File: src/sv/fcsg_pkg.sv
`timescale 1ns / 1ps
`default_nettype none
// ----------------------------------------------------------------------------
// fcsg_pkg
// shared widths, command record and walker state type for the span generator
// ----------------------------------------------------------------------------
package fcsg_pkg;

  localparam int unsigned COL_W    = 7;
  localparam int unsigned ROW_W    = 6;
  localparam int unsigned RAD_W    = 5;
  localparam int unsigned COLOUR_W = 24;
  localparam int unsigned SPAN_W   = 8;
  localparam int unsigned WALK_W   = 7;
  localparam int unsigned ERR_W    = 10;

  // classified circle command as held in the queue
  typedef struct packed {
    logic [COL_W-1:0]        center_col;
    logic [ROW_W-1:0]        center_row;
    logic [RAD_W-1:0]        radius;
    logic signed [ERR_W-1:0] err_init;
    logic [COLOUR_W-1:0]     colour;
  } cmd_t;

  // queue to walker handshake
  typedef struct packed {
    logic valid;
    cmd_t cmd;
  } cmd_req_t;

  typedef enum logic [2:0] {
    ST_IDLE,
    ST_MAIN_P,
    ST_MAIN_N,
    ST_CAP_P,
    ST_CAP_N
  } walk_st_e;

endpackage
`default_nettype wire

File: src/sv/fcsg_if.sv
`timescale 1ns / 1ps
`default_nettype none
// ----------------------------------------------------------------------------
// fcsg channel interfaces
// circle command channel and span result channel, valid/ready handshake
// ----------------------------------------------------------------------------
interface fcsg_cmd_if;
  logic                          valid;
  logic                          ready;
  logic [fcsg_pkg::COL_W-1:0]    center_col;
  logic [fcsg_pkg::ROW_W-1:0]    center_row;
  logic [fcsg_pkg::RAD_W-1:0]    circle_radius;
  logic [fcsg_pkg::COLOUR_W-1:0] fill_colour;

  modport source (output valid, center_col, center_row, circle_radius, fill_colour,
                  input ready);
  modport sink   (input valid, center_col, center_row, circle_radius, fill_colour,
                  output ready);
endinterface

interface fcsg_span_if;
  logic                              valid;
  logic                              ready;
  logic signed [fcsg_pkg::SPAN_W-1:0] span_start_col;
  logic signed [fcsg_pkg::SPAN_W-1:0] span_end_col;
  logic signed [fcsg_pkg::SPAN_W-1:0] span_row;
  logic [fcsg_pkg::COLOUR_W-1:0]     span_colour;
  logic                              last_span;

  modport source (output valid, span_start_col, span_end_col, span_row, span_colour,
                  last_span, input ready);
  modport sink   (input valid, span_start_col, span_end_col, span_row, span_colour,
                  last_span, output ready);
endinterface
`default_nettype wire

File: src/sv/fcsg_front.sv
`timescale 1ns / 1ps
`default_nettype none
// ----------------------------------------------------------------------------
// fcsg_front
// takes circle requests, saturates the radius, seeds the decision term and
// holds them in a two-entry queue for the walker
// ----------------------------------------------------------------------------
module fcsg_front #(
  parameter int unsigned MAX_RADIUS = 31
) (
  input  wire                   clk_i,
  input  wire                   rst_ni,
  fcsg_cmd_if.sink              cmd_i,
  output fcsg_pkg::cmd_req_t    req_o,
  input  wire                   pop_i
);

  fcsg_pkg::cmd_t entry_q [2];
  logic           wr_ptr_q, rd_ptr_q;
  logic [1:0]     count_q;
  logic           push;
  logic           pop;

  logic [fcsg_pkg::RAD_W-1:0] radius_sat;
  fcsg_pkg::cmd_t             cmd_new;

  assign cmd_i.ready = (count_q != 2'd2);
  assign push        = cmd_i.valid && cmd_i.ready;
  assign pop         = pop_i && (count_q != 2'd0);

  // clamp radius to the configured maximum
  assign radius_sat = (int'(cmd_i.circle_radius) > int'(MAX_RADIUS))
                      ? fcsg_pkg::RAD_W'(MAX_RADIUS) : cmd_i.circle_radius;

  always_comb begin
    cmd_new.center_col = cmd_i.center_col;
    cmd_new.center_row = cmd_i.center_row;
    cmd_new.radius     = radius_sat;
    cmd_new.err_init   = fcsg_pkg::ERR_W'(1)
                         - $signed({{(fcsg_pkg::ERR_W-fcsg_pkg::RAD_W){1'b0}}, radius_sat});
    cmd_new.colour     = cmd_i.fill_colour;
  end

  always_ff @(posedge clk_i) begin
    if (push) begin
      entry_q[wr_ptr_q] <= cmd_new;
    end
  end

  always_ff @(posedge clk_i or negedge rst_ni) begin
    if (!rst_ni) begin
      wr_ptr_q <= 1'b0;
      rd_ptr_q <= 1'b0;
      count_q  <= 2'd0;
    end else begin
      if (push) wr_ptr_q <= ~wr_ptr_q;
      if (pop)  rd_ptr_q <= ~rd_ptr_q;
      case ({push, pop})
        2'b10:   count_q <= count_q + 2'd1;
        2'b01:   count_q <= count_q - 2'd1;
        default: count_q <= count_q;
      endcase
    end
  end

  assign req_o.valid = (count_q != 2'd0);
  assign req_o.cmd   = entry_q[rd_ptr_q];

endmodule
`default_nettype wire

File: src/sv/fcsg_back.sv
`timescale 1ns / 1ps
`default_nettype none
// ----------------------------------------------------------------------------
// fcsg_back
// midpoint circle walker, one span per step into a registered output stage
// ----------------------------------------------------------------------------
module fcsg_back (
  input  wire                   clk_i,
  input  wire                   rst_ni,
  input  fcsg_pkg::cmd_req_t    req_i,
  output logic                  pop_o,
  fcsg_span_if.source           span_o
);

  localparam int unsigned SW = fcsg_pkg::SPAN_W;
  localparam int unsigned WW = fcsg_pkg::WALK_W;
  localparam int unsigned EW = fcsg_pkg::ERR_W;

  fcsg_pkg::walk_st_e st_q, st_d;

  logic signed [WW-1:0] x_q, x_d, y_q, y_d;
  logic signed [EW-1:0] err_q, err_d;
  logic [fcsg_pkg::COL_W-1:0]    cc_q, cc_d;
  logic [fcsg_pkg::ROW_W-1:0]    cr_q, cr_d;
  logic [fcsg_pkg::COLOUR_W-1:0] colour_q, colour_d;

  logic                 out_valid_q;
  logic signed [SW-1:0] out_start_q, out_end_q, out_row_q;
  logic [fcsg_pkg::COLOUR_W-1:0] out_colour_q;
  logic                 out_last_q;

  logic signed [SW-1:0] start_c, end_c, row_c;
  logic                 last_c;
  logic                 step;

  logic signed [WW-1:0] y1, xm;
  logic signed [EW-1:0] err_neg, err_main, err_cap;
  logic signed [SW-1:0] cc8, cr8, x8, y8;

  // 2 * (y - xm + 1), sign extended to the decision width
  function automatic logic signed [EW-1:0] err_step(input logic signed [WW-1:0] y,
                                                    input logic signed [WW-1:0] xn);
    logic signed [WW:0] d;
    d = {y[WW-1], y} - {xn[WW-1], xn} + (WW+1)'(1);
    return {{(EW-WW-2){d[WW]}}, d, 1'b0};
  endfunction

  assign step     = (st_q != fcsg_pkg::ST_IDLE) && (!out_valid_q || span_o.ready);
  assign y1       = y_q + WW'(1);
  assign xm       = x_q - WW'(1);
  assign err_neg  = err_q + $signed({{(EW-WW-1){1'b0}}, y1, 1'b1});
  assign err_main = err_q + err_step(y1, xm);
  assign err_cap  = err_q + err_step(y_q, xm);

  // next state and walk registers
  always_comb begin
    st_d     = st_q;
    x_d      = x_q;
    y_d      = y_q;
    err_d    = err_q;
    cc_d     = cc_q;
    cr_d     = cr_q;
    colour_d = colour_q;
    pop_o    = 1'b0;
    case (st_q)
      fcsg_pkg::ST_IDLE: begin
        if (req_i.valid) begin
          pop_o    = 1'b1;
          x_d      = $signed({{(WW-fcsg_pkg::RAD_W){1'b0}}, req_i.cmd.radius});
          y_d      = '0;
          err_d    = req_i.cmd.err_init;
          cc_d     = req_i.cmd.center_col;
          cr_d     = req_i.cmd.center_row;
          colour_d = req_i.cmd.colour;
          st_d     = fcsg_pkg::ST_MAIN_P;
        end
      end
      fcsg_pkg::ST_MAIN_P, fcsg_pkg::ST_MAIN_N: begin
        if (step) begin
          if (st_q == fcsg_pkg::ST_MAIN_P && y_q != '0) begin
            st_d = fcsg_pkg::ST_MAIN_N;
          end else begin
            y_d = y1;
            if (err_q < 0) begin
              err_d = err_neg;
              st_d  = (x_q >= y1) ? fcsg_pkg::ST_MAIN_P : fcsg_pkg::ST_IDLE;
            end else if (x_q >= y1) begin
              st_d = fcsg_pkg::ST_CAP_P;
            end else begin
              x_d   = xm;
              err_d = err_main;
              st_d  = (xm >= y1) ? fcsg_pkg::ST_MAIN_P : fcsg_pkg::ST_IDLE;
            end
          end
        end
      end
      fcsg_pkg::ST_CAP_P: begin
        if (step) st_d = fcsg_pkg::ST_CAP_N;
      end
      fcsg_pkg::ST_CAP_N: begin
        if (step) begin
          x_d   = xm;
          err_d = err_cap;
          st_d  = (xm >= y_q) ? fcsg_pkg::ST_MAIN_P : fcsg_pkg::ST_IDLE;
        end
      end
      default: st_d = fcsg_pkg::ST_IDLE;
    endcase
  end

  assign cc8 = $signed({1'b0, cc_q});
  assign cr8 = $signed({2'b00, cr_q});
  assign x8  = {x_q[WW-1], x_q};
  assign y8  = {y_q[WW-1], y_q};

  // span produced in the current state
  always_comb begin
    start_c = cc8 - x8;
    end_c   = cc8 + x8;
    row_c   = cr8 + y8;
    case (st_q)
      fcsg_pkg::ST_MAIN_N: row_c = cr8 - y8;
      fcsg_pkg::ST_CAP_P: begin
        start_c = cc8 - y8 + SW'(1);
        end_c   = cc8 + y8 - SW'(1);
        row_c   = cr8 + x8;
      end
      fcsg_pkg::ST_CAP_N: begin
        start_c = cc8 - y8 + SW'(1);
        end_c   = cc8 + y8 - SW'(1);
        row_c   = cr8 - x8;
      end
      default: row_c = cr8 + y8;
    endcase
    last_c = (st_q != fcsg_pkg::ST_IDLE) && (st_d == fcsg_pkg::ST_IDLE);
  end

  always_ff @(posedge clk_i or negedge rst_ni) begin
    if (!rst_ni) begin
      st_q     <= fcsg_pkg::ST_IDLE;
      x_q      <= '0;
      y_q      <= '0;
      err_q    <= '0;
      cc_q     <= '0;
      cr_q     <= '0;
      colour_q <= '0;
      out_valid_q <= 1'b0;
    end else begin
      st_q     <= st_d;
      x_q      <= x_d;
      y_q      <= y_d;
      err_q    <= err_d;
      cc_q     <= cc_d;
      cr_q     <= cr_d;
      colour_q <= colour_d;
      if (step) begin
        out_valid_q <= 1'b1;
      end else if (span_o.ready) begin
        out_valid_q <= 1'b0;
      end
    end
  end

  always_ff @(posedge clk_i) begin
    if (step) begin
      out_start_q  <= start_c;
      out_end_q    <= end_c;
      out_row_q    <= row_c;
      out_colour_q <= colour_q;
      out_last_q   <= last_c;
    end
  end

  assign span_o.valid          = out_valid_q;
  assign span_o.span_start_col = out_start_q;
  assign span_o.span_end_col   = out_end_q;
  assign span_o.span_row       = out_row_q;
  assign span_o.span_colour    = out_colour_q;
  assign span_o.last_span      = out_last_q;

endmodule
`default_nettype wire

File: src/sv/filled_circle_span_generator_core.sv
`timescale 1ns / 1ps
`default_nettype none
// ----------------------------------------------------------------------------
// filled_circle_span_generator_core
// filled circle rasteriser: one circle request in, its horizontal spans out
// ----------------------------------------------------------------------------
// usage
//   cmd_i  : circle requests (centre column/row, radius, colour), valid/ready
//   span_o : horizontal spans (start col, end col, row, colour, last mark)
//   a request is taken whenever the two-entry request queue has room, so up
//   to two circles can wait while a third is being walked
//   when the walker is free, the first span of a circle passes through the
//   queue entry, the walker's idle load and the output register to span_o
//   throughput: one span per cycle from the midpoint walker while span_o is
//   ready; each circle is loaded in idle after the last span of the one
//   before, and a radius r circle gives 2r+1 spans from the single span step
//   spans leave through an output register; when the receiver holds ready
//   low the walker stops on the pending span and the queue keeps filling
//   reset clears the queue, returns the walker to idle and drops any span
//   that was waiting; no clearing pass is needed
// ----------------------------------------------------------------------------
module filled_circle_span_generator_core #(
  parameter int unsigned MAX_RADIUS = 31
) (
  input  wire          clk_i,
  input  wire          rst_ni,
  fcsg_cmd_if.sink     cmd_i,
  fcsg_span_if.source  span_o
);

  // queue head offered to the walker
  fcsg_pkg::cmd_req_t req;
  // walker takes the queue head
  logic               pop;

  // front: accept, saturate radius, seed decision term, queue
  fcsg_front #(
    .MAX_RADIUS (MAX_RADIUS)
  ) u_front (
    .clk_i  (clk_i),
    .rst_ni (rst_ni),
    .cmd_i  (cmd_i),
    .req_o  (req),
    .pop_i  (pop)
  );

  // back: midpoint walk, main spans interleaved with cap spans, registered output
  fcsg_back u_back (
    .clk_i  (clk_i),
    .rst_ni (rst_ni),
    .req_i  (req),
    .pop_o  (pop),
    .span_o (span_o)
  );

endmodule
`default_nettype wire

File: src/flat_wrapper.sv
// flat-port wrapper written by rule: the top's interface ports become plain ports
module filled_circle_span_generator_core_flat 
#(
  parameter int unsigned MAX_RADIUS = 31
)
  (clk_i, rst_ni, cmd_i_valid, cmd_i_center_col, cmd_i_center_row, cmd_i_circle_radius, cmd_i_fill_colour, cmd_i_ready, span_o_valid, span_o_span_start_col, span_o_span_end_col, span_o_span_row, span_o_span_colour, span_o_last_span, span_o_ready);
  fcsg_cmd_if cmd_i_i ();
  fcsg_span_if span_o_i ();
  input  wire clk_i;
  input  wire rst_ni;
  input wire logic [$bits(cmd_i_i.valid)-1:0] cmd_i_valid;
  input wire logic [$bits(cmd_i_i.center_col)-1:0] cmd_i_center_col;
  input wire logic [$bits(cmd_i_i.center_row)-1:0] cmd_i_center_row;
  input wire logic [$bits(cmd_i_i.circle_radius)-1:0] cmd_i_circle_radius;
  input wire logic [$bits(cmd_i_i.fill_colour)-1:0] cmd_i_fill_colour;
  output wire logic [$bits(cmd_i_i.ready)-1:0] cmd_i_ready;
  output wire logic [$bits(span_o_i.valid)-1:0] span_o_valid;
  output wire logic [$bits(span_o_i.span_start_col)-1:0] span_o_span_start_col;
  output wire logic [$bits(span_o_i.span_end_col)-1:0] span_o_span_end_col;
  output wire logic [$bits(span_o_i.span_row)-1:0] span_o_span_row;
  output wire logic [$bits(span_o_i.span_colour)-1:0] span_o_span_colour;
  output wire logic [$bits(span_o_i.last_span)-1:0] span_o_last_span;
  input wire logic [$bits(span_o_i.ready)-1:0] span_o_ready;
  assign cmd_i_i.valid = cmd_i_valid;
  assign cmd_i_i.center_col = cmd_i_center_col;
  assign cmd_i_i.center_row = cmd_i_center_row;
  assign cmd_i_i.circle_radius = cmd_i_circle_radius;
  assign cmd_i_i.fill_colour = cmd_i_fill_colour;
  assign cmd_i_ready = cmd_i_i.ready;
  assign span_o_valid = span_o_i.valid;
  assign span_o_span_start_col = span_o_i.span_start_col;
  assign span_o_span_end_col = span_o_i.span_end_col;
  assign span_o_span_row = span_o_i.span_row;
  assign span_o_span_colour = span_o_i.span_colour;
  assign span_o_last_span = span_o_i.last_span;
  assign span_o_i.ready = span_o_ready;
  filled_circle_span_generator_core #(.MAX_RADIUS(MAX_RADIUS)) u_core (.clk_i(clk_i), .rst_ni(rst_ni), .cmd_i(cmd_i_i), .span_o(span_o_i));
endmodule
File: config.mk
export PLATFORM = sky130hd
export DESIGN_NAME = filled_circle_span_generator_core_flat
export DESIGN_NICKNAME = d
export VERILOG_FILES = /design/src/sv/fcsg_pkg.sv /design/src/sv/fcsg_if.sv /design/src/sv/fcsg_front.sv /design/src/sv/fcsg_back.sv /design/src/sv/filled_circle_span_generator_core.sv /design/src/flat_wrapper.sv
export SDC_FILE = /design/constraint.sdc
export NUM_CORES = 1
export LEC_CHECK = 0
export ABC_AREA = 1
export BUFFER_PORTS_ARGS = -buffer_cell sky130_fd_sc_hd__buf_4
export CAP_MARGIN = 25
export CORE_MARGIN = 2
export CORE_UTILIZATION = 54
export DETAILED_ROUTE_END_ITERATION = 8
export PLACE_DENSITY = 0.73
export RECOVER_POWER = 50
export SETUP_SLACK_MARGIN = 0.02
export SLEW_MARGIN = 20
export SYNTH_ARGS = -nofsm -noshare
export SYNTH_HDL_FRONTEND = slang
export SYNTH_SLANG_ARGS = --single-unit
File: constraint.sdc
create_clock -name clk_i -period 6.15 [get_ports clk_i]
set_input_delay 1.23 -clock clk_i [delete_from_list [all_inputs] [get_ports clk_i]]
set_output_delay 1.23 -clock clk_i [all_outputs]
set_load 0.05 [all_outputs]
; Word-level counts from Yosys, hierarchy flattened
; Memory sizes are Yosys's and may differ from the RTL's.
; Index checks and enable logic that the tools add are counted.
[classes]
bitwise_logic = 2
eq_ne = 14
n_reduce_logical = 22
muxes = 39
add_sub_neg = 22
order_cmp = 4
[ops]
columns = cell, count
row1 = 2-to-1 mux 7 bit, 9
row2 = 2-to-1 mux 10 bit, 6
row3 = subtractor 7 x 7 -> 8 bit, 4
row4 = adder 10 x 9 -> 10 bit, 3
row5 = case mux 10 bit (3 select lines), 1
row6 = case mux 8 bit (3 select lines), 1
row7 = >= comparator 7 bit, 3
row8 = case mux 7 bit (3 select lines), 1
row9 = adder 7 x 7 -> 8 bit, 2
row10 = "adder 8 x 1 -> 8 bit, second input constant", 2
row11 = adder 8 x 7 -> 8 bit, 2
row12 = 2-to-1 mux 8 bit, 2
row13 = subtractor 8 x 7 -> 8 bit, 2
row14 = case mux 7 bit (2 select lines), 1
row15 = 2-to-1 mux 3 bit, 4
row16 = "!= test 2 bit, second input constant", 6
row17 = case mux 3 bit (4 select lines), 1
row18 = "less-than comparator 10 x 1 -> 1 bit, second input constant", 1
row19 = 2-to-1 mux 1 bit, 9
row20 = "adder 8 x 2 -> 8 bit, second input constant", 1
row21 = nonzero test 2 bit, 4
row22 = "subtractor 8 x 2 -> 8 bit, second input constant", 1
row23 = "adder 7 x 2 -> 7 bit, second input constant", 1
row24 = AND reduction 7 bit, 1
row25 = other kinds (24), 35
[word_totals]
output_inout_bits = 51
ff_bits = 118
ram_bits = 104
mem_count = 1
wordCells = 120
inputBits = 46
[memory_table]
columns = name, words, width, read_ports, rd_clocked_by_memory_dff, write_ports, line
row1 = u_core.u_front.entry_q, 2, 52, 1, 0, 1, fcsg_front.sv:18  ; fcsg_pkg::cmd_t entry_q [2];

; Longest topological paths before layout
; Gate-level depths: netlist of run 1.
[logic_depth]
word_depth = 10
ltp_mapped = 25
mapped_depth_nobuf = 25

; By module
; Synthesis of run 1 repeated with hierarchy kept, for this count alone.
[hier_totals]
cells_unflattened = 1374
area_unflattened_um2 = 12415.7
[by_module_without_submodules]
columns = module, seq_area_each_um2, area_per_inst_um2, n_inst, cells_per_inst
row1 = fcsg_back, 3067.9, 8684.6, 1, 1082
row2 = fcsg_front, 2922.8, 3731.1, 1, 292

; Worst setup path after synthesis of run 1
; No wires, ideal clock.
[synth_timing]
path_type = input to register
startpoint = input span_o_ready
endpoint = register u_core.u_back.out_last_q, in the netlist u_core.u_back.span_o.last_span (data pin)
arrival_ps = 3957
path_buffers = 0
t_required_ps = 5896
slack_ps = 1939
setup_time_ps = 254
path_stages = 6
cell_sequence = nor2_1 -> nor2_1 -> o21ai_0 -> o21bai_1 -> nand3_1 -> nor2_1
[synth_via]
elab_chain_cells = 6
elab_cells_between_ends = 8
cone_classes = mux (4) / reduce/logical (4)
[synth_lines]
columns = item, line
row1 = "start, declared", flat_wrapper.sv:23  ; input wire logic [$bits(span_o_i.ready)-1:0] span_o_ready;
row2 = logical OR 1 bit *, fcsg_back.sv:48  ; assign step = (st_q != fcsg_pkg::ST_IDLE) && (!out_valid_q || span_o.ready);
row3 = logical AND 1 bit *, fcsg_back.sv:48
row4 = net u_core.u_back.step, fcsg_back.sv:34  ; logic step;
row5 = 2-to-1 mux 3 bit (on tied branches), "fcsg_back.sv:101, fcsg_back.sv:79, fcsg_back.sv:98"
row6 = case mux 3 bit (4 select lines) *, fcsg_back.sv:65  ; case (st_q)
row7 = zero test 3 bit *, fcsg_back.sv:135  ; last_c = (st_q != fcsg_pkg::ST_IDLE) && (st_d == fcsg_pkg::ST_IDLE);
row8 = logical AND 1 bit *, fcsg_back.sv:135
row9 = net u_core.u_back.last_c, fcsg_back.sv:33  ; logic last_c;
row10 = "end signal, assigned", fcsg_back.sv:170  ; out_last_q <= last_c;
row11 = "end, declared", fcsg_back.sv:30  ; logic out_last_q;
; Mark *: on every way through the listed nets, which the timed path passes. The rest lies on a longest branch.
; A chain may end at the register's enable or synchronous reset.

==> results.py, run 1 <==
metrics = {
    "detailed_routing": {
        "via_count": 8974,
        "detail_route.wl_per_cell_um": 17.5,
        "drtIter0Drc": 652,
        "drc": 0,
        "drtPass1Iterations": 5,
        "vias_per_cell": 5.46,
        "ant_nets": 0,
        "drt-total-wl_um": 28700,
    },
    "setup_path": {
        "crit_fanout": 54,
        "r2r_cells": 23,
        "crit_top_cell": "clkbuf_1",
        "rr_startpoint": "u_core.u_back.x_q[0]",
        "cp.required_ns": 6.06,
        "crit_cells": 2,
        "r2r_slack_ns": 1.90,
        "critPathCaptureType": "async pin",
        "startpoint_type": "input port",
        "critPathBufInv": 2,
        "arrival_ns": 4.31,
        "path_delay_family": "buffers and inverters",
        "crit_slowest_cell": "clkbuf_1",
        "path_class": "input port to async pin",
        "r2r-end": "u_core.u_back.err_q[9]",
        "crit_path_cell_trace": "clkbuf_1 > clkbuf_1",
        "slowest_delay_ns": 2.34,
    },
    "grt": {
        "grt_pass1_wl_um": 45300,
        "grt_usage": 0.244,
        "grt_use_met2": 0.407,
        "busiest_layer": "met2",
        "met3_usage": 0.0520,
        "antenna_found_initial": 0,
        "use_met1": 0.331,
        "grt_max_degree": 70,
        "grt.overflow.total": 0,
        "grt_pass1_vias": 8754,
    },
    "sta": {
        "setup_viol": 0,
        "slew_viol_final": 107,
        "post-route-period-util": 0.715,
        "rsz0062_at_grt": "false",
        "fin_setup_tns_ns": 0,
        "worst_pin_slew_ns": 3.23,
        "max_freq_ghz": 0.227,
        "fin_skew_ns": 0.0137,
        "holdWs_ns": 0.448,
        "slew-limit-headroom": -1.16,
        "fin_crit_ns": 4.40,
        "hold_violations": 0,
    },
    "placed_design": {
        "dp.cells": 1598,
        "dp_hpwl_um": 20900,
        "postPlaceCellArea_sq_mm": 0.0130,
        "io_buffers": 96,
        "gp_congestion": 0.981,
    },
    "clock_network": {
        "clkLatencyLatePin_ns": 0.54,
        "cts_buffers": 24,
        "postCtsResizedCells": 0,
        "cts_tree": "built",
        "cts_hold_buf": 0,
        "h-tree-depth": 1,
        "path_clk_slew_ns": 0.06,
        "root_buffer": "clkbuf_16",
        "cts_max_path_buffers": 3,
        "cts_setup_buffers": 0,
        "cts_sinks": 211,
    },
    "cells_and_area": {
        "nNetsFinal": 1511,
        "area_delta_synth_final_pct": 14.5,
        "diodes": 0,
        "layout-drive-gt1-share": 0.125,
        "num-fill-cells": 1845,
        "postLayoutCellArea_sq_mm": 0.0137,
        "instances_no_fill": 1643,
    },
    "floorplan": {
        "die_x_um": 153,
        "die-area_sq_mm": 0.0233,
        "core_area_sq_mm": 0.0218,
        "fp-row-count": 54,
        "start_util": 0.549,
        "die_h_um": 153,
        "ios": 97,
    },
    "synthesis": {
        "synth_warnings": 0,
        "synth_area_sq_mm": 0.0119,
        "synth.ff_latch_count": 211,
        "synth_cell_types": 53,
        "synth_ff_type": "edfxtp_1",
        "synth_edf_count": 142,
        "syn_inst": 1241,
        "syn-num-nets": 1407,
        "synth_area_per_cell_sq_um": 9.62,
        "yosysSeqAreaShare": 0.502,
        "async_reset_ff_frac": 0.327,
    },
    "run_status": {
        "status": "complete, but fails checks",
        "failed_checks": "capacitance limit, slew limit",
    },
    "hold_path": {
        "min_from": "u_core.u_back.colour_q[11]",
        "hold_depth": 0,
        "holdPathEnd": "u_core.u_back.span_o.span_colour[11]",
        "hold_path_class": "flip-flop to flip-flop",
    },
    "flow_run": {
        "cap_violations": 2,
    },
}
==> placed cells by master (no fill, tap or decap), types with 15 or more instances in the layout <==
cell,count
nand2_1,206
nor2_1,162
inv_1,146
edfxtp_1,142
ha_1,110
dfrtp_1,69
a21oi_1,68
o21ai_0,63
buf_4,57
o31ai_1,44
nand3_1,38
clkbuf_4,33
xor2_1,25
clkbuf_16,24
clkbuf_1,21
inv_2,15
==> synthesized netlist by cell type (5+ instances only) <==
master / n / area share
nand3_2: 5 / 0.0042
o31ai_1: 44 / 0.028
a31oi_1: 6 / 0.0031
o22ai_1: 13 / 0.0068
o21ai_1: 10 / 0.0042
nand3_1: 38 / 0.016
o21ai_0: 63 / 0.026
nor2_1: 161 / 0.051
fa_1: 10 / 0.017
xnor2_1: 12 / 0.0088
nand2_1: 206 / 0.065
xor2_1: 25 / 0.018
edfxtp_1: 142 / 0.36
nand4_1: 8 / 0.0042
clkbuf_1: 16 / 0.0050
a21oi_1: 67 / 0.028
ha_1: 110 / 0.12
inv_2: 18 / 0.0057
inv_1: 145 / 0.046
dfrtp_1: 69 / 0.14
nor3_1: 9 / 0.0038
==> registers in the layout, summed over array words and instances, names as in the netlist <==
signal                               flops
u_core.u_back.span_o.last_span           1
u_core.u_back.span_o.valid               1
u_core.u_back.span_o.span_colour        24
u_core.u_front.entry_q                  94
u_core.u_back.span_o.span_row            8
u_core.u_back.span_o.span_start_col      8
u_core.u_front.rd_ptr_q                  1
u_core.u_back.colour_q                  24
u_core.u_back.x_q                        7
u_core.u_front.count_q                   2
u_core.u_back.err_q                     10
u_core.u_back.cc_q                       7
u_core.u_back.cr_q                       6
u_core.u_back.st_q                       3
u_core.u_front.wr_ptr_q                  1
u_core.u_back.span_o.span_end_col        7
u_core.u_back.y_q                        7
==> worst max path at each step <==
stage,from,end,slack [ns]
3_3_place_gp,u_core.u_back.x_q[0],u_core.u_back.err_q[7],2.04
6_report,rst_ni,u_core.u_back.cc_q[5],1.75
3_5_place_dp,u_core.u_back.x_q[0],u_core.u_back.err_q[9],1.92
4_1_cts,u_core.u_back.x_q[0],u_core.u_back.err_q[9],1.91
5_1_grt,rst_ni,u_core.u_back.x_q[1],0.94
2_1_floorplan,span_o_ready,u_core.u_back.span_o.last_span,1.94
==> metal layers <==
layer | share of wire | routed length (um) | up-vias
li1 | - | - | 4448
met1 | 0.43 | 12400 | 4212
met2 | 0.47 | 13500 | 272
met3 | 0.075 | 2160 | 42
met4 | 0.022 | 643 | 0
met5 | 0 | 0 | -
==> final cells by class <==
| type | instances | area, sq um | area share |
|---|---|---|---|
| tap | 280 | 350 | 0.0256 |
| timing repair buffer | 104 | 728 | 0.0532 |
| clock inverter | 9 | 108 | 0.00787 |
| sequential | 211 | 5990 | 0.438 |
| multi-input combinational | 839 | 5200 | 0.380 |
| clock buffer | 35 | 682 | 0.0499 |
| inverter | 165 | 622 | 0.0455 |
==> kinds of logic (layout without fill, tap and decap cells) <==
logic type / Yosys count / in the layout / synth area share
AO/OA/AOI/OAI: 233 / 233 / 0.119
XOR/XNOR: 37 / 37 / 0.0271
adder cells (fa/ha/maj): 120 / 120 / 0.132
buffers and inverters: 191 / 313 / 0.0626
flip-flops: 211 / 211 / 0.502
multiplexers: 2 / 2 / 0.00178
AND/OR/NAND/NOR: 447 / 447 / 0.156
==> stage by stage <==
stage	setup WS (ns)	util
3_3_place_gp	2.04	0.596
5_1_grt	0.936	0.629
6_report	1.75	0.629
4_1_cts	1.91	0.632
2_1_floorplan	1.94	-
3_5_place_dp	1.92	0.596
Power of run 1 is not shown: default switching activity piles up to over one toggle a cycle in this logic, so the estimate is an artifact.
==> inputs of run 2 (changes only) <==
--- a/config.mk
+++ b/config.mk
@@ -5,13 +5,13 @@
 export SDC_FILE = /design/constraint.sdc
 export NUM_CORES = 1
 export LEC_CHECK = 0
-export ABC_AREA = 1
+export ABC_AREA = 0
 export BUFFER_PORTS_ARGS = -buffer_cell sky130_fd_sc_hd__buf_4
 export CAP_MARGIN = 25
 export CORE_MARGIN = 2
 export CORE_UTILIZATION = 54
 export DETAILED_ROUTE_END_ITERATION = 8
-export PLACE_DENSITY = 0.73
+export PLACE_DENSITY = 0.76
 export RECOVER_POWER = 50
 export SETUP_SLACK_MARGIN = 0.02
 export SLEW_MARGIN = 20
==> constraint.sdc (replaced) <==
create_clock -name clk_i -period 3.6 [get_ports clk_i]
set_input_delay 0.72 -clock clk_i [delete_from_list [all_inputs] [get_ports clk_i]]
set_output_delay 0.72 -clock clk_i [all_outputs]
set_load 0.05 [all_outputs]
==> run 2 against run 1 <==
Critical path type is now flip-flop to flip-flop. Global-route usage about the same. Clock skew rose by 0.016 ns. The flow finishes with violations (capacitance limit, setup timing). Sequential cell count unchanged. Hold slack worse by 0.10 ns. Routed wire length rose by 0.63%.
==> results.py, run 2 <==
metrics = {
    "setup_path": {
        "crit_path_cell_trace": "or4_4 > nor2_4 > xnor2_2 > inv_2 > ha_4 > ha_4 > o21ai_2 > o21bai_1 > a21oi_2 > xnor2_2 > ha_1 > a21o_1 > o41ai_2 > xnor3_1 > a211oi_2 > or4b_1 > and3_1",
        "crit_fanout": 3,
        "arrival_ns": 4.45,
        "cp.required_ns": 4.03,
        "critPathBufInv": 1,
        "startpoint_type": "flip-flop",
        "slowest_delay_ns": 0.54,
        "r2r_slack_ns": -0.41,
        "path_delay_family": "simple AND/OR/NAND/NOR gates",
        "critPathCaptureType": "flip-flop",
        "path_class": "flip-flop to flip-flop",
        "crit_slowest_cell": "or4_4",
    },
    "floorplan": {
        "core_area_sq_mm": 0.0217,
        "ios": 97,
        "die_x_um": 152,
        "start_util": 0.546,
        "fp-row-count": 54,
        "die-area_sq_mm": 0.0231,
        "die_h_um": 152,
    },
    "detailed_routing": {
        "drc": 0,
        "via_count": 8779,
        "vias_per_cell": 5.57,
        "ant_nets": 0,
        "detail_route.wl_per_cell_um": 18.3,
        "drtPass1Iterations": 5,
        "drt-total-wl_um": 28900,
        "drtIter0Drc": 639,
    },
    "synthesis": {
        "synth_area_sq_mm": 0.0118,
        "synth_area_per_cell_sq_um": 11.1,
        "yosysSeqAreaShare": 0.506,
        "async_reset_ff_frac": 0.327,
        "synth_warnings": 0,
        "synth_cell_types": 68,
        "synth.ff_latch_count": 211,
        "syn-num-nets": 1230,
        "synthTopCellsByArea": "edfxtp_1, dfrtp_1, ha_1, a21oi_1, mux2i_1",
        "synth_common_cells": "edfxtp_1, ha_1, a21oi_1",
        "synth_largest_area_cell": "edfxtp_1",
        "syn_inst": 1064,
        "yosysMostFrequentCell": "edfxtp_1",
        "synth_edf_count": 142,
        "netlist.area_leader.share": 0.360,
        "synth_ff_type": "edfxtp_1",
    },
    "clock_network": {
        "cts_tree": "built",
        "h-tree-depth": 1,
        "cts_max_path_buffers": 3,
        "cts_sinks": 211,
        "path_clk_slew_ns": 0.07,
        "root_buffer": "clkbuf_16",
        "cts_hold_buf": 0,
        "clkLatencyLatePin_ns": 0.54,
        "cts_buffers": 23,
    },
    "grt": {
        "grt_pass1_vias": 8918,
        "grt_max_degree": 77,
        "antenna_found_initial": 0,
        "grt.overflow.total": 0,
        "grt_pass1_wl_um": 45700,
        "grt_usage": 0.245,
    },
    "sta": {
        "hold_violations": 0,
        "slew-limit-headroom": 0.00878,
        "fin_skew_ns": 0.0295,
        "slew_viol_final": 0,
        "fin_crit_ns": 4.01,
        "max_freq_ghz": 0.249,
        "post-route-period-util": 1.12,
        "setup_slack_ns": -0.414,
        "worst_pin_slew_ns": 1.49,
        "rsz0062_at_grt": "true",
        "setup_viol": 4,
    },
    "cells_and_area": {
        "postLayoutCellArea_sq_mm": 0.0149,
        "instances_no_fill": 1575,
        "layout-drive-gt1-share": 0.256,
        "area_delta_synth_final_pct": 25.5,
        "regMostFlops": "u_core.u_front.entry_q",
        "largest_reg_flops": 94,
        "layout_commonest_cell": "buf_4",
        "final_cell_mix": "buf_4, edfxtp_1, a21oi_1",
        "nNetsFinal": 1444,
        "diodes": 0,
    },
    "run_status": {
        "failed_checks": "capacitance limit, setup timing",
        "status": "complete, but fails checks",
    },
    "placed_design": {
        "io_buffers": 96,
        "postPlaceCellArea_sq_mm": 0.0138,
        "dp.cells": 1510,
        "dp_hpwl_um": 20700,
        "gp_congestion": 0.928,
    },
    "hold_path": {
        "hold_path_class": "input port to async pin",
    },
    "flow_run": {
        "cap_violations": 1,
    },
}
run 2: changes by cell type after synthesis, moves of 14 or more:
cell and delta:
a21oi_1 +34, inv_1 -49, inv_2 -17, mux2i_1 +46
nand2_1 -147, nand2b_1 +14, nand3_1 -27, nor2_1 -65
o31ai_1 -35, xnor2_1 +33
run 2: metal layers:
metal  GRT usage  vias up  routed length (um)
met2       0.416      252               14200
met4      0.0975        0                1200
li1            -     4238                   -
met3      0.0368       82                1270
met5           0        -                   0
met1       0.317     4207               12300
run 2: cells by family (layout without fill, tap and decap cells):
group / after synthesis / in the layout / synth area share
compound gates: 260 / 260 / 0.136
xor+xnor: 64 / 64 / 0.0509
fa+ha+maj: 120 / 120 / 0.133
buf+inv: 135 / 366 / 0.0457
flops: 211 / 211 / 0.506
mux: 49 / 49 / 0.0416
simple gates: 225 / 225 / 0.0869
run 2: stage by stage:
step	util	setup WS [ns]	setup TNS, ns	hold WS, ns
2_1_floorplan	-	-0.464	-0.579	0.424
3_3_place_gp	0.636	-0.393	-0.819	0.431
3_5_place_dp	0.636	-0.476	-1.07	0.433
4_1_cts	0.683	-0.413	-0.654	0.359
5_1_grt	0.685	-0.536	-1.64	0.382
6_report	0.685	-0.414	-0.712	0.346
run 2: final timing paths:
check,from,endpoint,cells past startpoint
min in group clk_i,cmd_i_fill_colour[16],u_core.u_front.entry_q[0][16],1
max reg2reg,u_core.u_back.x_q[0],u_core.u_back.err_q[9],17
min reg2reg,u_core.u_back.colour_q[10],u_core.u_back.span_o.span_colour[10],0
max,u_core.u_back.x_q[0],u_core.u_back.err_q[9],17
max in group asynchronous,rst_ni,u_core.u_back.x_q[0],2
min,rst_ni,u_core.u_back.colour_q[4],1
run 2: repair_timing:
action / 4_1_cts / 5_1_grt
resized for setup: 27 / 16
setup endpoints to repair: 3 / 4
pin swaps: 28 / 20
setup buffers: 13 / 10
run 2: area by class of cell:
class | instances | area (sq um)
clock buffers | 28 | 594
clock inverters | 14 | 185
fillers | 1522 | 6830
inverters | 97 | 370
multi-input cells | 718 | 5730
flip-flops and latches | 211 | 6000
well taps | 280 | 350
repair buffers | 227 | 1630
Power of run 2 is left out for the same reason.
==> inputs of run 3 (changes only) <==
--- a/config.mk
+++ b/config.mk
@@ -11,9 +11,11 @@
 export CORE_MARGIN = 2
 export CORE_UTILIZATION = 54
 export DETAILED_ROUTE_END_ITERATION = 8
-export PLACE_DENSITY = 0.76
+export HOLD_SLACK_MARGIN = 0.12
+export PLACE_DENSITY = 0.84
 export RECOVER_POWER = 50
 export SETUP_SLACK_MARGIN = 0.02
+export SKIP_LAST_GASP = 1
 export SLEW_MARGIN = 20
 export SYNTH_ARGS = -nofsm -noshare
 export SYNTH_HDL_FRONTEND = slang
==> run 3 against run 2 <==
Non-clock buffer count up 1. Final area hardly changed. Final cell count barely moved. Critical path depth shrank 1. Die area is the same. The run ends with capacitance limit, slew limit, setup timing left.
==> results.py, run 3 (synthesis gave the netlist of run 2 again) <==
metrics = {
    "run_status": {
        "status": "complete, but fails checks",
        "failed_checks": "capacitance limit, slew limit, setup timing",
    },
    "cells_and_area": {
        "num-fill-cells": 1503,
        "nNetsFinal": 1445,
        "area_delta_synth_final_pct": 25.4,
        "final_cell_mix": "buf_4, edfxtp_1, a21oi_1",
        "instances_no_fill": 1576,
        "regMostFlops": "u_core.u_front.entry_q",
        "diodes": 0,
        "layout-drive-gt1-share": 0.251,
        "layout_commonest_cell": "buf_4",
        "largest_reg_flops": 94,
    },
    "grt": {
        "grt_pass1_wl_um": 47700,
        "grt_pass1_vias": 9436,
        "grt_max_degree": 70,
        "grt.overflow.total": 0,
        "antenna_found_initial": 0,
        "grt_usage": 0.256,
    },
    "floorplan": {
        "die_h_um": 152,
        "start_util": 0.546,
        "die_x_um": 152,
        "die-area_sq_mm": 0.0231,
        "ios": 97,
        "core_area_sq_mm": 0.0217,
        "fp-row-count": 54,
    },
    "clock_network": {
        "root_buffer": "clkbuf_16",
        "cts_sinks": 211,
        "cts_tree": "built",
        "clkLatencyLatePin_ns": 0.53,
        "cts_buffers": 23,
        "path_clk_slew_ns": 0.06,
        "cts_max_path_buffers": 3,
        "h-tree-depth": 1,
    },
    "sta": {
        "fin_crit_ns": 4.20,
        "fin_skew_ns": 0.0168,
        "worst_pin_slew_ns": 1.59,
        "setup_viol": 5,
        "max_freq_ghz": 0.238,
        "hold_violations": 0,
        "setup_slack_ns": -0.597,
        "rsz0062_at_grt": "true",
        "slew_viol_final": 31,
        "slew-limit-headroom": -0.0586,
        "post-route-period-util": 1.17,
    },
    "detailed_routing": {
        "drc": 0,
        "drt-total-wl_um": 31000,
        "vias_per_cell": 5.86,
        "via_count": 9240,
        "drtPass1Iterations": 7,
        "detail_route.wl_per_cell_um": 19.7,
        "ant_nets": 0,
        "drtIter0Drc": 763,
    },
    "flow_run": {
        "cap_violations": 1,
    },
    "setup_path": {
        "r2r_slack_ns": -0.60,
        "startpoint_type": "flip-flop",
        "critPathCaptureType": "flip-flop",
        "r2r-end": "u_core.u_back.err_q[9]",
        "rr_startpoint": "u_core.u_back.x_q[1]",
        "arrival_ns": 4.62,
        "path_class": "flip-flop to flip-flop",
        "crit_start": "u_core.u_back.x_q[1]",
        "crit_fanout": 4,
        "r2r_cells": 16,
        "cp.required_ns": 4.02,
    },
    "placed_design": {
        "gp_congestion": 0.914,
        "dp.cells": 1517,
        "place_ws_ns": -0.532,
        "io_buffers": 96,
        "dp_hpwl_um": 21300,
    },
    "hold_path": {
        "hold_path_class": "input port to flip-flop",
        "min_from": "cmd_i_center_col[3]",
        "holdPathEnd": "u_core.u_front.entry_q[1][48]",
        "hold_depth": 1,
    },
}
==> run 3: worst max-delay path, stage by stage (launching register included) <==
cell and delay, ns:
dfrtp_2 0.43, or4_4 0.55, nor2_4 0.14, xnor2_2 0.14
inv_2 0.08, buf_4 0.16, nor2_1 0.17, ha_1 0.30
xnor2_1 0.23, ha_1 0.30, or2_4 0.28, a21o_1 0.19
o41ai_4 0.06, xnor3_1 0.27, a211oi_2 0.21, or4b_1 0.44
and3_1 0.15
==> run 3: worst max path at each step <==
stage / endpoint
after CTS: u_core.u_back.err_q[9]
after global routing: u_core.u_back.err_q[9]
after global placement: u_core.u_back.err_q[9]
final: u_core.u_back.err_q[9]
after floorplan: u_core.u_back.err_q[9]
after detailed placement: u_core.u_back.err_q[9]
==> run 3: final cells by class <==
class	count	area (sq um)	area share
multi-input cells	718	5840	0.393
clock buffers	33	643	0.0433
repair buffers	228	1580	0.107
inverters	97	370	0.0249
well taps	280	350	0.0236
flip-flops and latches	211	6000	0.404
clock inverters	9	67.6	0.00455
==> run 3: per-stage QoR <==
step,hold WS (ns),TNS [ns],area [sq um],util
finish,0.400,-1.18,14800,0.685
global route,0.389,-2.45,14800,0.685
CTS,0.366,-0.713,14800,0.682
detailed placement,0.431,-1.14,13900,0.639
global placement,0.432,-0.834,13900,0.639
floorplan,0.424,-0.579,12100,-
==> run 3: repair_timing <==
item / in CTS / in global routing
endpoints found under the hold margin: 0 / 16
hold buffers: 0 / 1
gates resized for setup: 32 / 22
setup endpoints to repair: 3 / 4
cloned: 0 / 0
pin swaps: 33 / 22
setup buffers: 8 / 6
==> run 3: routing by layer <==
layer	track usage	part of all wire	up-vias
met5	0	0	-
met4	0.0828	0.040	0
met3	0.0468	0.070	117
met2	0.442	0.50	382
met1	0.327	0.39	4521
li1	-	-	4220
Power of run 3 is left out for the same reason.
